$ cat config.mk
export PLATFORM = sky130hd
export DESIGN_NAME = caption_gradient_column_unit
export DESIGN_NICKNAME = d
export VERILOG_FILES = /design/src/hw/rtl/cgc_pkg.sv /design/src/hw/rtl/cgc_front.sv /design/src/hw/rtl/cgc_div_cell.sv /design/src/hw/rtl/caption_gradient_column_unit.sv
export VERILOG_INCLUDE_DIRS = /design/src /design/src/hw/rtl
export SDC_FILE = /design/constraint.sdc
export NUM_CORES = 2
export LEC_CHECK = 0
export BUFFER_PORTS_ARGS = -buffer_cell sky130_fd_sc_hd__buf_2
export CAP_MARGIN = 20
export CORE_ASPECT_RATIO = 0.7
export CORE_MARGIN = 1.5
export CORE_UTILIZATION = 30
export CTS_CLUSTER_DIAMETER = 60
export DETAILED_ROUTE_END_ITERATION = 7
export HOLD_SLACK_MARGIN = 0.02
export SLEW_MARGIN = 20
export SYNTH_ARGS = -nofsm -noshare
export SYNTH_HDL_FRONTEND = slang
export SYNTH_SLANG_ARGS = --single-unit
$ cat constraint.sdc
create_clock -name clk -period 10.7 [get_ports clk]
set_input_delay 2.14 -clock clk [delete_from_list [all_inputs] [get_ports clk]]
set_output_delay 2.14 -clock clk [all_outputs]
set_load 0.01 [all_outputs]
$ cat src/hw/rtl/assert_macros.svh
// Shared assertion macros. Each expects clk and arst_n in the enclosing module.
`ifndef ASSERT_MACROS_SVH
`define ASSERT_MACROS_SVH

// Same-cycle implication.
`define ASSERT_IMPL(lbl, ante, cons, msg) \
	lbl: assert property (@(posedge clk) disable iff (!arst_n) (ante) |-> (cons)) \
		else $error(msg);

// Next-cycle implication.
`define ASSERT_NEXT(lbl, ante, cons, msg) \
	lbl: assert property (@(posedge clk) disable iff (!arst_n) (ante) |=> (cons)) \
		else $error(msg);

`endif

$ cat src/hw/rtl/cgc_pkg.sv
`default_nettype none

package cgc_pkg;

	localparam int COORD_BITS = 12;
	localparam int COL_W      = COORD_BITS + 1;
	localparam int CHAN_W     = 8;
	localparam int NUM_CHAN   = 3;
	localparam int COLOR_W    = CHAN_W * NUM_CHAN;
	localparam int PROD_W     = COORD_BITS + CHAN_W;
	localparam int DVS_W      = PROD_W + 1;
	localparam int NUM_CELLS  = CHAN_W;
	localparam int APB_ADDR_W = 3;
	localparam int APB_DATA_W = 32;

	localparam logic [COLOR_W-1:0] START_COLOR_RST = 24'h0A246A;
	localparam logic [COLOR_W-1:0] END_COLOR_RST   = 24'hA6CAF0;

	typedef enum logic {
		REG_START_COLOR = 1'b0,
		REG_END_COLOR   = 1'b1
	} reg_idx_t;

	typedef enum logic [1:0] {
		MODE_START,
		MODE_END,
		MODE_BLEND
	} mode_t;

	// One column word as it walks the divider chain.
	typedef struct packed {
		logic [COL_W-1:0]                     col;
		logic [COORD_BITS-1:0]                top;
		logic [COORD_BITS-1:0]                height;
		mode_t                                mode;
		logic [NUM_CHAN-1:0]                  neg;
		logic [DVS_W-1:0]                     dvs;
		logic [NUM_CHAN-1:0][PROD_W-1:0]      rem;
		logic [NUM_CHAN-1:0][CHAN_W-1:0]      quo;
	} tok_t;

endpackage

`default_nettype wire

$ cat src/hw/rtl/cgc_front.sv
`default_nettype none

module cgc_front (
	input  logic                              clk,
	input  logic                              arst_n,
	input  logic                              in_valid,
	output logic                              in_ready,
	input  logic [cgc_pkg::COL_W-1:0]         column,
	input  logic [cgc_pkg::COORD_BITS-1:0]    caption_left,
	input  logic [cgc_pkg::COORD_BITS-1:0]    caption_width,
	input  logic [cgc_pkg::COORD_BITS-1:0]    icon_width,
	input  logic [cgc_pkg::COORD_BITS-1:0]    buttons_width,
	input  logic [cgc_pkg::COORD_BITS-1:0]    top,
	input  logic [cgc_pkg::COORD_BITS-1:0]    height,
	input  logic [cgc_pkg::COLOR_W-1:0]       start_color,
	input  logic [cgc_pkg::COLOR_W-1:0]       end_color,
	output logic                              tok_vld,
	input  logic                              tok_rdy,
	output cgc_pkg::tok_t                     tok
);

	// stage 1: bar test, ramp start and span
	logic [cgc_pkg::COL_W-1:0]        bar_end;
	logic [cgc_pkg::COL_W-1:0]        rs_c;
	logic [cgc_pkg::COORD_BITS-1:0]   mn_c;
	logic [cgc_pkg::COORD_BITS+1:0]   rest_c;
	logic [cgc_pkg::COORD_BITS-1:0]   span_c;
	logic                             in_bar;

	logic                             v_s1, v_s2, v_s3;
	logic                             rdy1, rdy2, rdy3;
	logic [cgc_pkg::COL_W-1:0]        col_s1, rs_s1, col_s2;
	logic [cgc_pkg::COORD_BITS-1:0]   span_s1, top_s1, height_s1;
	logic [cgc_pkg::COORD_BITS-1:0]   span_s2, top_s2, height_s2, d_s2;
	cgc_pkg::mode_t                   mode_s2;
	cgc_pkg::tok_t                    tok_s3;

	// stage 2: classify the column
	logic [cgc_pkg::COL_W:0]          dd_c;
	cgc_pkg::mode_t                   mode_c;

	// stage 3: channel differences times offset
	logic [cgc_pkg::NUM_CHAN-1:0][cgc_pkg::CHAN_W-1:0] lo_c, hi_c, mag_c;
	logic [cgc_pkg::NUM_CHAN-1:0][cgc_pkg::PROD_W-1:0] prod_c;
	logic [cgc_pkg::NUM_CHAN-1:0]                      neg_c;

	assign rdy3     = !v_s3 || tok_rdy;
	assign rdy2     = !v_s2 || rdy3;
	assign rdy1     = !v_s1 || rdy2;
	assign in_ready = rdy1;

	always_comb begin
		bar_end = {1'b0, caption_left} + {1'b0, caption_width};
		mn_c    = (icon_width < caption_width) ? icon_width : caption_width;
		rs_c    = {1'b0, caption_left} + {1'b0, mn_c};
		rest_c  = {2'b00, caption_width} - {2'b00, buttons_width} - {2'b00, mn_c};
		span_c  = rest_c[cgc_pkg::COORD_BITS+1] ? '0 : rest_c[cgc_pkg::COORD_BITS-1:0];
		in_bar  = (caption_width != '0) && (column >= {1'b0, caption_left})
			&& (column < bar_end);
	end

	always_comb begin
		dd_c = {1'b0, col_s1} - {1'b0, rs_s1};
		if (dd_c[cgc_pkg::COL_W] || span_s1 == '0) begin
			mode_c = cgc_pkg::MODE_START;
		end else if (dd_c[cgc_pkg::COL_W-1:0] >= {1'b0, span_s1}) begin
			mode_c = cgc_pkg::MODE_END;
		end else begin
			mode_c = cgc_pkg::MODE_BLEND;
		end
	end

	always_comb begin
		for (int c = 0; c < cgc_pkg::NUM_CHAN; c++) begin
			lo_c[c]  = start_color[c*cgc_pkg::CHAN_W +: cgc_pkg::CHAN_W];
			hi_c[c]  = end_color[c*cgc_pkg::CHAN_W +: cgc_pkg::CHAN_W];
			neg_c[c] = hi_c[c] < lo_c[c];
			mag_c[c] = neg_c[c] ? (lo_c[c] - hi_c[c]) : (hi_c[c] - lo_c[c]);
			// zero outside the ramp so the divider cells see a clean remainder
			prod_c[c] = (mode_s2 == cgc_pkg::MODE_BLEND) ? mag_c[c] * d_s2 : '0;
		end
	end

	always_ff @(posedge clk or negedge arst_n) begin
		if (!arst_n) begin
			v_s1 <= 1'b0;
			v_s2 <= 1'b0;
			v_s3 <= 1'b0;
		end else begin
			// drop columns outside the bar right here
			if (rdy1) begin
				v_s1 <= in_valid && in_bar;
			end
			if (rdy2) begin
				v_s2 <= v_s1;
			end
			if (rdy3) begin
				v_s3 <= v_s2;
			end
		end
	end

	always_ff @(posedge clk) begin
		if (rdy1) begin
			col_s1    <= column;
			rs_s1     <= rs_c;
			span_s1   <= span_c;
			top_s1    <= top;
			height_s1 <= height;
		end
		if (rdy2) begin
			col_s2    <= col_s1;
			top_s2    <= top_s1;
			height_s2 <= height_s1;
			span_s2   <= span_s1;
			mode_s2   <= mode_c;
			d_s2      <= dd_c[cgc_pkg::COORD_BITS-1:0];
		end
		if (rdy3) begin
			tok_s3.col    <= col_s2;
			tok_s3.top    <= top_s2;
			tok_s3.height <= height_s2;
			tok_s3.mode   <= mode_s2;
			tok_s3.neg    <= neg_c;
			tok_s3.dvs    <= {1'b0, span_s2, {cgc_pkg::CHAN_W{1'b0}}};
			tok_s3.rem    <= prod_c;
			tok_s3.quo    <= '0;
		end
	end

	assign tok_vld = v_s3;
	assign tok     = tok_s3;

endmodule

`default_nettype wire

$ cat src/hw/rtl/cgc_div_cell.sv
`default_nettype none
`include "assert_macros.svh"

module cgc_div_cell (
	input  logic           clk,
	input  logic           arst_n,
	input  logic           in_vld,
	output logic           in_rdy,
	input  cgc_pkg::tok_t  in_tok,
	output logic           out_vld,
	input  logic           out_rdy,
	output cgc_pkg::tok_t  out_tok
);

	logic                               vld_q;
	cgc_pkg::tok_t                      tok_q;
	cgc_pkg::tok_t                      nxt;
	logic [cgc_pkg::PROD_W-1:0]         dvs_half;
	logic [cgc_pkg::NUM_CHAN-1:0]       ge;

	assign in_rdy = !vld_q || out_rdy;

	// one restoring step per cell: try the shifted divisor, keep one quotient bit
	always_comb begin
		nxt      = in_tok;
		dvs_half = in_tok.dvs[cgc_pkg::DVS_W-1:1];
		for (int c = 0; c < cgc_pkg::NUM_CHAN; c++) begin
			ge[c]      = in_tok.rem[c] >= dvs_half;
			nxt.rem[c] = ge[c] ? (in_tok.rem[c] - dvs_half) : in_tok.rem[c];
			nxt.quo[c] = {in_tok.quo[c][cgc_pkg::CHAN_W-2:0], ge[c]};
		end
		nxt.dvs = {1'b0, dvs_half};
	end

	always_ff @(posedge clk or negedge arst_n) begin
		if (!arst_n) begin
			vld_q <= 1'b0;
		end else if (in_rdy) begin
			vld_q <= in_vld;
		end
	end

	always_ff @(posedge clk) begin
		if (in_rdy) begin
			tok_q <= nxt;
		end
	end

	assign out_vld = vld_q;
	assign out_tok = tok_q;

	`ASSERT_IMPL(a_rem_bound, vld_q && tok_q.mode == cgc_pkg::MODE_BLEND, (tok_q.rem[0] < tok_q.dvs) && (tok_q.rem[1] < tok_q.dvs) && (tok_q.rem[2] < tok_q.dvs), "divider remainder not below divisor")

endmodule

`default_nettype wire

$ cat src/hw/rtl/caption_gradient_column_unit.sv
`default_nettype none
`include "assert_macros.svh"

// Title bar gradient: one word in on the column channel is one pixel column of a bar
// with its geometry; one word out on the line channel is the vertical line to paint.
// Columns outside the bar (or any column of a zero-width bar) are dropped and give
// no word. The unit takes one column every cycle while the line side keeps up, and
// each taken column passes three front stages (bar test and ramp bounds, column
// classification, channel difference times offset), a chain of eight divider cells
// that each settle one quotient bit of offset*(end-start)/span for all three
// channels, and the output register on its way out as a line. Every stage keeps
// its own valid bit and moves up into an empty slot, so a stalled line word only
// holds the chain once all stages are full. start_color (address 0) and end_color
// (address 4) are plain APB registers; write them only while no column is in flight.

module caption_gradient_column_unit (
	input  logic                              clk,
	input  logic                              arst_n,
	// configuration
	input  logic                              psel,
	input  logic                              penable,
	input  logic                              pwrite,
	input  logic [cgc_pkg::APB_ADDR_W-1:0]    paddr,
	input  logic [cgc_pkg::APB_DATA_W-1:0]    pwdata,
	output logic [cgc_pkg::APB_DATA_W-1:0]    prdata,
	output logic                              pready,
	// column words
	input  logic                              col_valid,
	output logic                              col_ready,
	input  logic [cgc_pkg::COL_W-1:0]         column,
	input  logic [cgc_pkg::COORD_BITS-1:0]    caption_left,
	input  logic [cgc_pkg::COORD_BITS-1:0]    caption_width,
	input  logic [cgc_pkg::COORD_BITS-1:0]    icon_width,
	input  logic [cgc_pkg::COORD_BITS-1:0]    buttons_width,
	input  logic [cgc_pkg::COORD_BITS-1:0]    top,
	input  logic [cgc_pkg::COORD_BITS-1:0]    height,
	// line words
	output logic                              line_valid,
	input  logic                              line_ready,
	output logic [cgc_pkg::COL_W-1:0]         line_x,
	output logic [cgc_pkg::COORD_BITS-1:0]    line_top,
	output logic [cgc_pkg::COORD_BITS-1:0]    line_height,
	output logic [cgc_pkg::COLOR_W-1:0]       color
);

	localparam int N = cgc_pkg::NUM_CELLS;

	logic [cgc_pkg::COLOR_W-1:0]      start_color_q, end_color_q;
	cgc_pkg::reg_idx_t                reg_idx;

	logic [N:0]                       c_vld, c_rdy;
	cgc_pkg::tok_t                    c_tok [0:N];
	cgc_pkg::tok_t                    last_tok;

	logic                             line_valid_q;
	logic [cgc_pkg::COL_W-1:0]        line_x_q;
	logic [cgc_pkg::COORD_BITS-1:0]   line_top_q, line_height_q;
	logic [cgc_pkg::COLOR_W-1:0]      color_q, color_c;
	logic [cgc_pkg::CHAN_W-1:0]       lo_c, q_c;
	logic [cgc_pkg::CHAN_W-1:0]       red_lo, red_hi;
	logic                             ld;

	// ---- configuration registers ----
	assign pready  = 1'b1;
	assign reg_idx = cgc_pkg::reg_idx_t'(paddr[cgc_pkg::APB_ADDR_W-1]);

	always_comb begin
		case (reg_idx)
			cgc_pkg::REG_START_COLOR: prdata = cgc_pkg::APB_DATA_W'(start_color_q);
			cgc_pkg::REG_END_COLOR:   prdata = cgc_pkg::APB_DATA_W'(end_color_q);
			default:                  prdata = '0;
		endcase
	end

	always_ff @(posedge clk or negedge arst_n) begin
		if (!arst_n) begin
			start_color_q <= cgc_pkg::START_COLOR_RST;
			end_color_q   <= cgc_pkg::END_COLOR_RST;
		end else if (psel && penable && pwrite && pready) begin
			case (reg_idx)
				cgc_pkg::REG_START_COLOR: start_color_q <= pwdata[cgc_pkg::COLOR_W-1:0];
				cgc_pkg::REG_END_COLOR:   end_color_q   <= pwdata[cgc_pkg::COLOR_W-1:0];
				default: ;
			endcase
		end
	end

	// ---- front stages: geometry, classification, products ----
	cgc_front u_front (
		.clk           (clk),
		.arst_n        (arst_n),
		.in_valid      (col_valid),
		.in_ready      (col_ready),
		.column        (column),
		.caption_left  (caption_left),
		.caption_width (caption_width),
		.icon_width    (icon_width),
		.buttons_width (buttons_width),
		.top           (top),
		.height        (height),
		.start_color   (start_color_q),
		.end_color     (end_color_q),
		.tok_vld       (c_vld[0]),
		.tok_rdy       (c_rdy[0]),
		.tok           (c_tok[0])
	);

	// ---- divider chain: one quotient bit per cell, MSB first ----
	for (genvar i = 0; i < N; i++) begin : g_cell
		cgc_div_cell u_cell (
			.clk     (clk),
			.arst_n  (arst_n),
			.in_vld  (c_vld[i]),
			.in_rdy  (c_rdy[i]),
			.in_tok  (c_tok[i]),
			.out_vld (c_vld[i+1]),
			.out_rdy (c_rdy[i+1]),
			.out_tok (c_tok[i+1])
		);
	end

	// ---- output register ----
	assign last_tok = c_tok[N];
	assign ld       = !line_valid_q || line_ready;
	assign c_rdy[N] = ld;

	// pick the colour; blend adds or subtracts the truncated quotient per channel
	always_comb begin
		color_c = start_color_q;
		lo_c    = '0;
		q_c     = '0;
		case (last_tok.mode)
			cgc_pkg::MODE_START: color_c = start_color_q;
			cgc_pkg::MODE_END:   color_c = end_color_q;
			cgc_pkg::MODE_BLEND: begin
				for (int c = 0; c < cgc_pkg::NUM_CHAN; c++) begin
					lo_c = start_color_q[c*cgc_pkg::CHAN_W +: cgc_pkg::CHAN_W];
					q_c  = last_tok.quo[c];
					color_c[c*cgc_pkg::CHAN_W +: cgc_pkg::CHAN_W] =
						last_tok.neg[c] ? (lo_c - q_c) : (lo_c + q_c);
				end
			end
			default: color_c = start_color_q;
		endcase
	end

	always_ff @(posedge clk or negedge arst_n) begin
		if (!arst_n) begin
			line_valid_q <= 1'b0;
		end else if (ld) begin
			line_valid_q <= c_vld[N];
		end
	end

	// hold the payload while the line side stalls
	always_ff @(posedge clk) begin
		if (ld && c_vld[N]) begin
			line_x_q      <= last_tok.col;
			line_top_q    <= last_tok.top;
			line_height_q <= last_tok.height;
			color_q       <= color_c;
		end
	end

	assign line_valid  = line_valid_q;
	assign line_x      = line_x_q;
	assign line_top    = line_top_q;
	assign line_height = line_height_q;
	assign color       = color_q;

	// red endpoints for the range check below
	assign red_lo = start_color_q[cgc_pkg::COLOR_W-1 -: cgc_pkg::CHAN_W];
	assign red_hi = end_color_q[cgc_pkg::COLOR_W-1 -: cgc_pkg::CHAN_W];

	`ASSERT_NEXT(a_blend_in_range, ld && c_vld[N] && last_tok.mode == cgc_pkg::MODE_BLEND, (color[23:16] >= red_lo && color[23:16] <= red_hi) || (color[23:16] <= red_lo && color[23:16] >= red_hi), "blended red outside its endpoints")
	`ASSERT_IMPL(a_ready_when_empty, !line_valid_q, col_ready, "column side stalled with empty line register")
	`ASSERT_IMPL(a_stall_only_full, !col_ready, line_valid_q && !line_ready && (&c_vld), "column side stalled with a hole in the chain")

endmodule

`default_nettype wire

==> results_dict.tcl <==
set metrics [dict create \
    crit_type "flip-flop to flip-flop" \
    max_freq_mhz 125.1 \
    hold_path.class "flip-flop to flip-flop" \
    min_period_ns 7.992 \
    synth-simple-area-share_pct 10.62 \
    slew_viol_final 0 \
    max_slew_margin_pct 23.88 \
    hold_buffers 0 \
    layout_common_cells "edfxtp_1 (1,248), ha_1 (585), inv_1 (570)" \
    grt_usage_pct 14.65 \
    synth_edf_count 1248 \
    clk-insertion-delay-late_ns 0.80 \
    ys_seq_area_share_pct 52.37 \
    dieArea_sq_um 251300 \
    syn-mean-instance-area_sq_um 12.11 \
    clock_path_buffers 3 \
    routed-via-count 48300 \
    cts_setup_buffers 0 \
    synthAdderAreaFrac_pct 15.64 \
    rsz0062_at_grt "false" \
    slowest_delay_ns 0.84 \
    yosys_warnings 0 \
    final_common_cell "edfxtp_1" \
    synth_xor_area_share_pct 4.222 \
    h-tree-depth 4 \
    io-pin-count 223 \
    grt_pass1_wl_microns 283900 \
    critical_path_arrival_ns 8.50 \
    outcome "completed" \
    ys_ff_latch 1308 \
    ant_nets 0 \
    stdcell_count 9866 \
    port_buffers 203 \
    end_kind "flip-flop" \
    fin_nets 7363 \
    grt_pass1_vias 47770 \
    die_y_microns 419.9 \
    post-route-util_pct 34.50 \
    dp.cells 9592 \
    fin_crit_sh_pct 74.69 \
    viasPerCell 4.896 \
    finClkSkew_ns 0.05096 \
    cts.clk_slew.worst_paths_ns 0.06 \
    synth_compound_area_share_pct 10.78 \
    synth_top_area_share_pct 50.32 \
    drt_iter0_drc 3863 \
    worstMarginPinSlew_ns 1.142 \
    path_max_fanout 25 \
    cp.required_ns 11.21 \
    core_area_sq_um 245900 \
    synth_ff_type "edfxtp_1" \
    r2r_slack_ns 2.71 \
    numCtsBuffers 148 \
    wl_per_cell_microns 18.74 \
    hpwl_microns 141500 \
    num_rows 152 \
    synth.area.top_cells "edfxtp_1 (50%), ha_1 (9.9%), fa_1 (5.8%)" \
    clockRootBuffer "clkbuf_16" \
    cts_sinks 1308 \
    drc 0 \
    finalSetupViolations 0 \
    syn_to_final_growth_pct 13.91 \
    drv_cap 0 \
    dieWidth_microns 598.5 \
    ys_types 98 \
    antenna_found_initial 8 \
    cpMaxStageDelayCell "o21ai_2" \
    synth_top_family_by_area "adder cells" \
    drtPass1Iterations 8 \
    final_hold_viol_count 0 \
    wl_microns 184800 \
    grt-ovfl-total 0 \
    startpoint_type "flip-flop" \
    post_cts_resized 0 \
    synth_area_leader_cell "edfxtp_1" \
    crit_chain "inv_1 > ha_1 > o21ai_0 > nand2_1 > nand2_1 > mux2_2 > o211ai_1 > o21ai_2 > mux2_2 > fa_1 > fa_1 > inv_1 > fa_1 > inv_1 > fa_1 > inv_1 > ha_1 > o21ai_0 > a21oi_1 > o211ai_1 > a21boi_0 > o22ai_1 > xor2_1 > nor2_1" \
    syn_inst 6147 \
    layout-drive-gt1-share_pct 11.07 \
    grt_max_degree 110 \
    cts_tree "yes" \
    syn-cell-area_sq_um 74470 \
    synth.area.mux_share_pct 2.619 \
    globalplace.congestion 0.8978 \
    async_flop_share_pct 4.587 \
    initial_core_util_pct 30.28 \
    fin_setup_tns_ns 0 \
]
==> layer usage <==
metal  track usage, %  vias up  routed length (microns)
met5                0        -                       12
met4            3.147        2                     3342
met3            2.237      222                    11090
met2            22.16     1415                    79070
met1            21.95    23790                    91320
li1                 -    22870                        -
==> cell usage after synthesis, types with 35 or more instances <==
| master | instances |
|---|---|
| edfxtp_1 | 1248 |
| ha_1 | 587 |
| inv_1 | 574 |
| nor2_1 | 377 |
| a21oi_1 | 336 |
| nand2_1 | 330 |
| o21ai_0 | 292 |
| fa_1 | 215 |
| xnor2_1 | 198 |
| and2_1 | 190 |
| xor2_1 | 161 |
| nor2b_1 | 136 |
| mux2_2 | 126 |
| a21o_1 | 106 |
| clkbuf_1 | 101 |
| nand2b_1 | 97 |
| nor3_1 | 87 |
| o21a_1 | 87 |
| nand3_1 | 76 |
| mux2i_1 | 52 |
| nand4_1 | 46 |
| o211ai_1 | 42 |
| dfrtp_1 | 40 |
| a211oi_1 | 38 |
| a31oi_1 | 37 |
| nor4_1 | 36 |
| or3_1 | 35 |
==> final cells by class <==
cell class | instances | area (sq um)
inverters | 578 | 2181
well taps | 3311 | 4143
multi-input cells | 4128 | 32840
clock buffers | 173 | 3819
clock inverters | 94 | 1255
diodes | 4 | 10.01
flip-flops and latches | 1308 | 39000
fillers | 23970 | 161100
repair buffers | 270 | 1585
==> sequential cells by signal, indices dropped and copies added, names as in the netlist, 13 cells and up <==
register,count
g_cell.u_cell.out_tok,948
u_front.tok,114
color,24
end_color_q,24
start_color_q,24
line_x,13
u_front.col_s1,13
u_front.col_s2,13
u_front.rs_s1,13
==> final timing paths <==
check / start / endpoint / depth (start not counted)
worst max-delay path: start_color_q[15] / u_front.tok[62] / 24
max in group asynchronous: arst_n / start_color_q[5] / 2
worst min-delay path: u_front.col_s2[3] / u_front.tok[137] / 0
min in group asynchronous: arst_n / u_front.v_s2 / 1
worst max register to register: start_color_q[15] / u_front.tok[62] / 24
worst min register to register: u_front.col_s2[3] / u_front.tok[137] / 0
==> per-stage QoR <==
step,cell area [sq um],setup WS (ns),hold WS (ns)
after floorplan,74500,0.02539,0.4003
after CTS,84760,2.760,0.3836
final,84830,2.708,0.3906
after global placement,79660,2.886,0.4003
after detailed placement,79690,2.797,0.4045
after global routing,84820,2.088,0.3978
==> worst max-delay path, delay by kind of cell (launching register included) <==
kind	cells	cell delay, ns
flops	1	0.38
xor+xnor	1	0.16
mux	2	0.79
simple gates	3	0.69
compound gates	8	2.45
fa+ha+maj	6	3.02
buf+inv	4	0.23
==> logic make-up (layout without fill, tap and decap cells) <==
kind of cell             Yosys count  after routing
AND/OR/NAND/NOR                 1543           1543
buffers and inverters            718           1115
flip-flops                      1308           1308
multiplexers                     179            179
XOR/XNOR                         359            359
AO/OA/AOI/OAI                   1236           1236
other                              2             13
adder cells (fa/ha/maj)          802            802
Power is left out: the tool's default activity adds up to more than one toggle a clock period on the data nets, which glitch-free logic cannot reach.
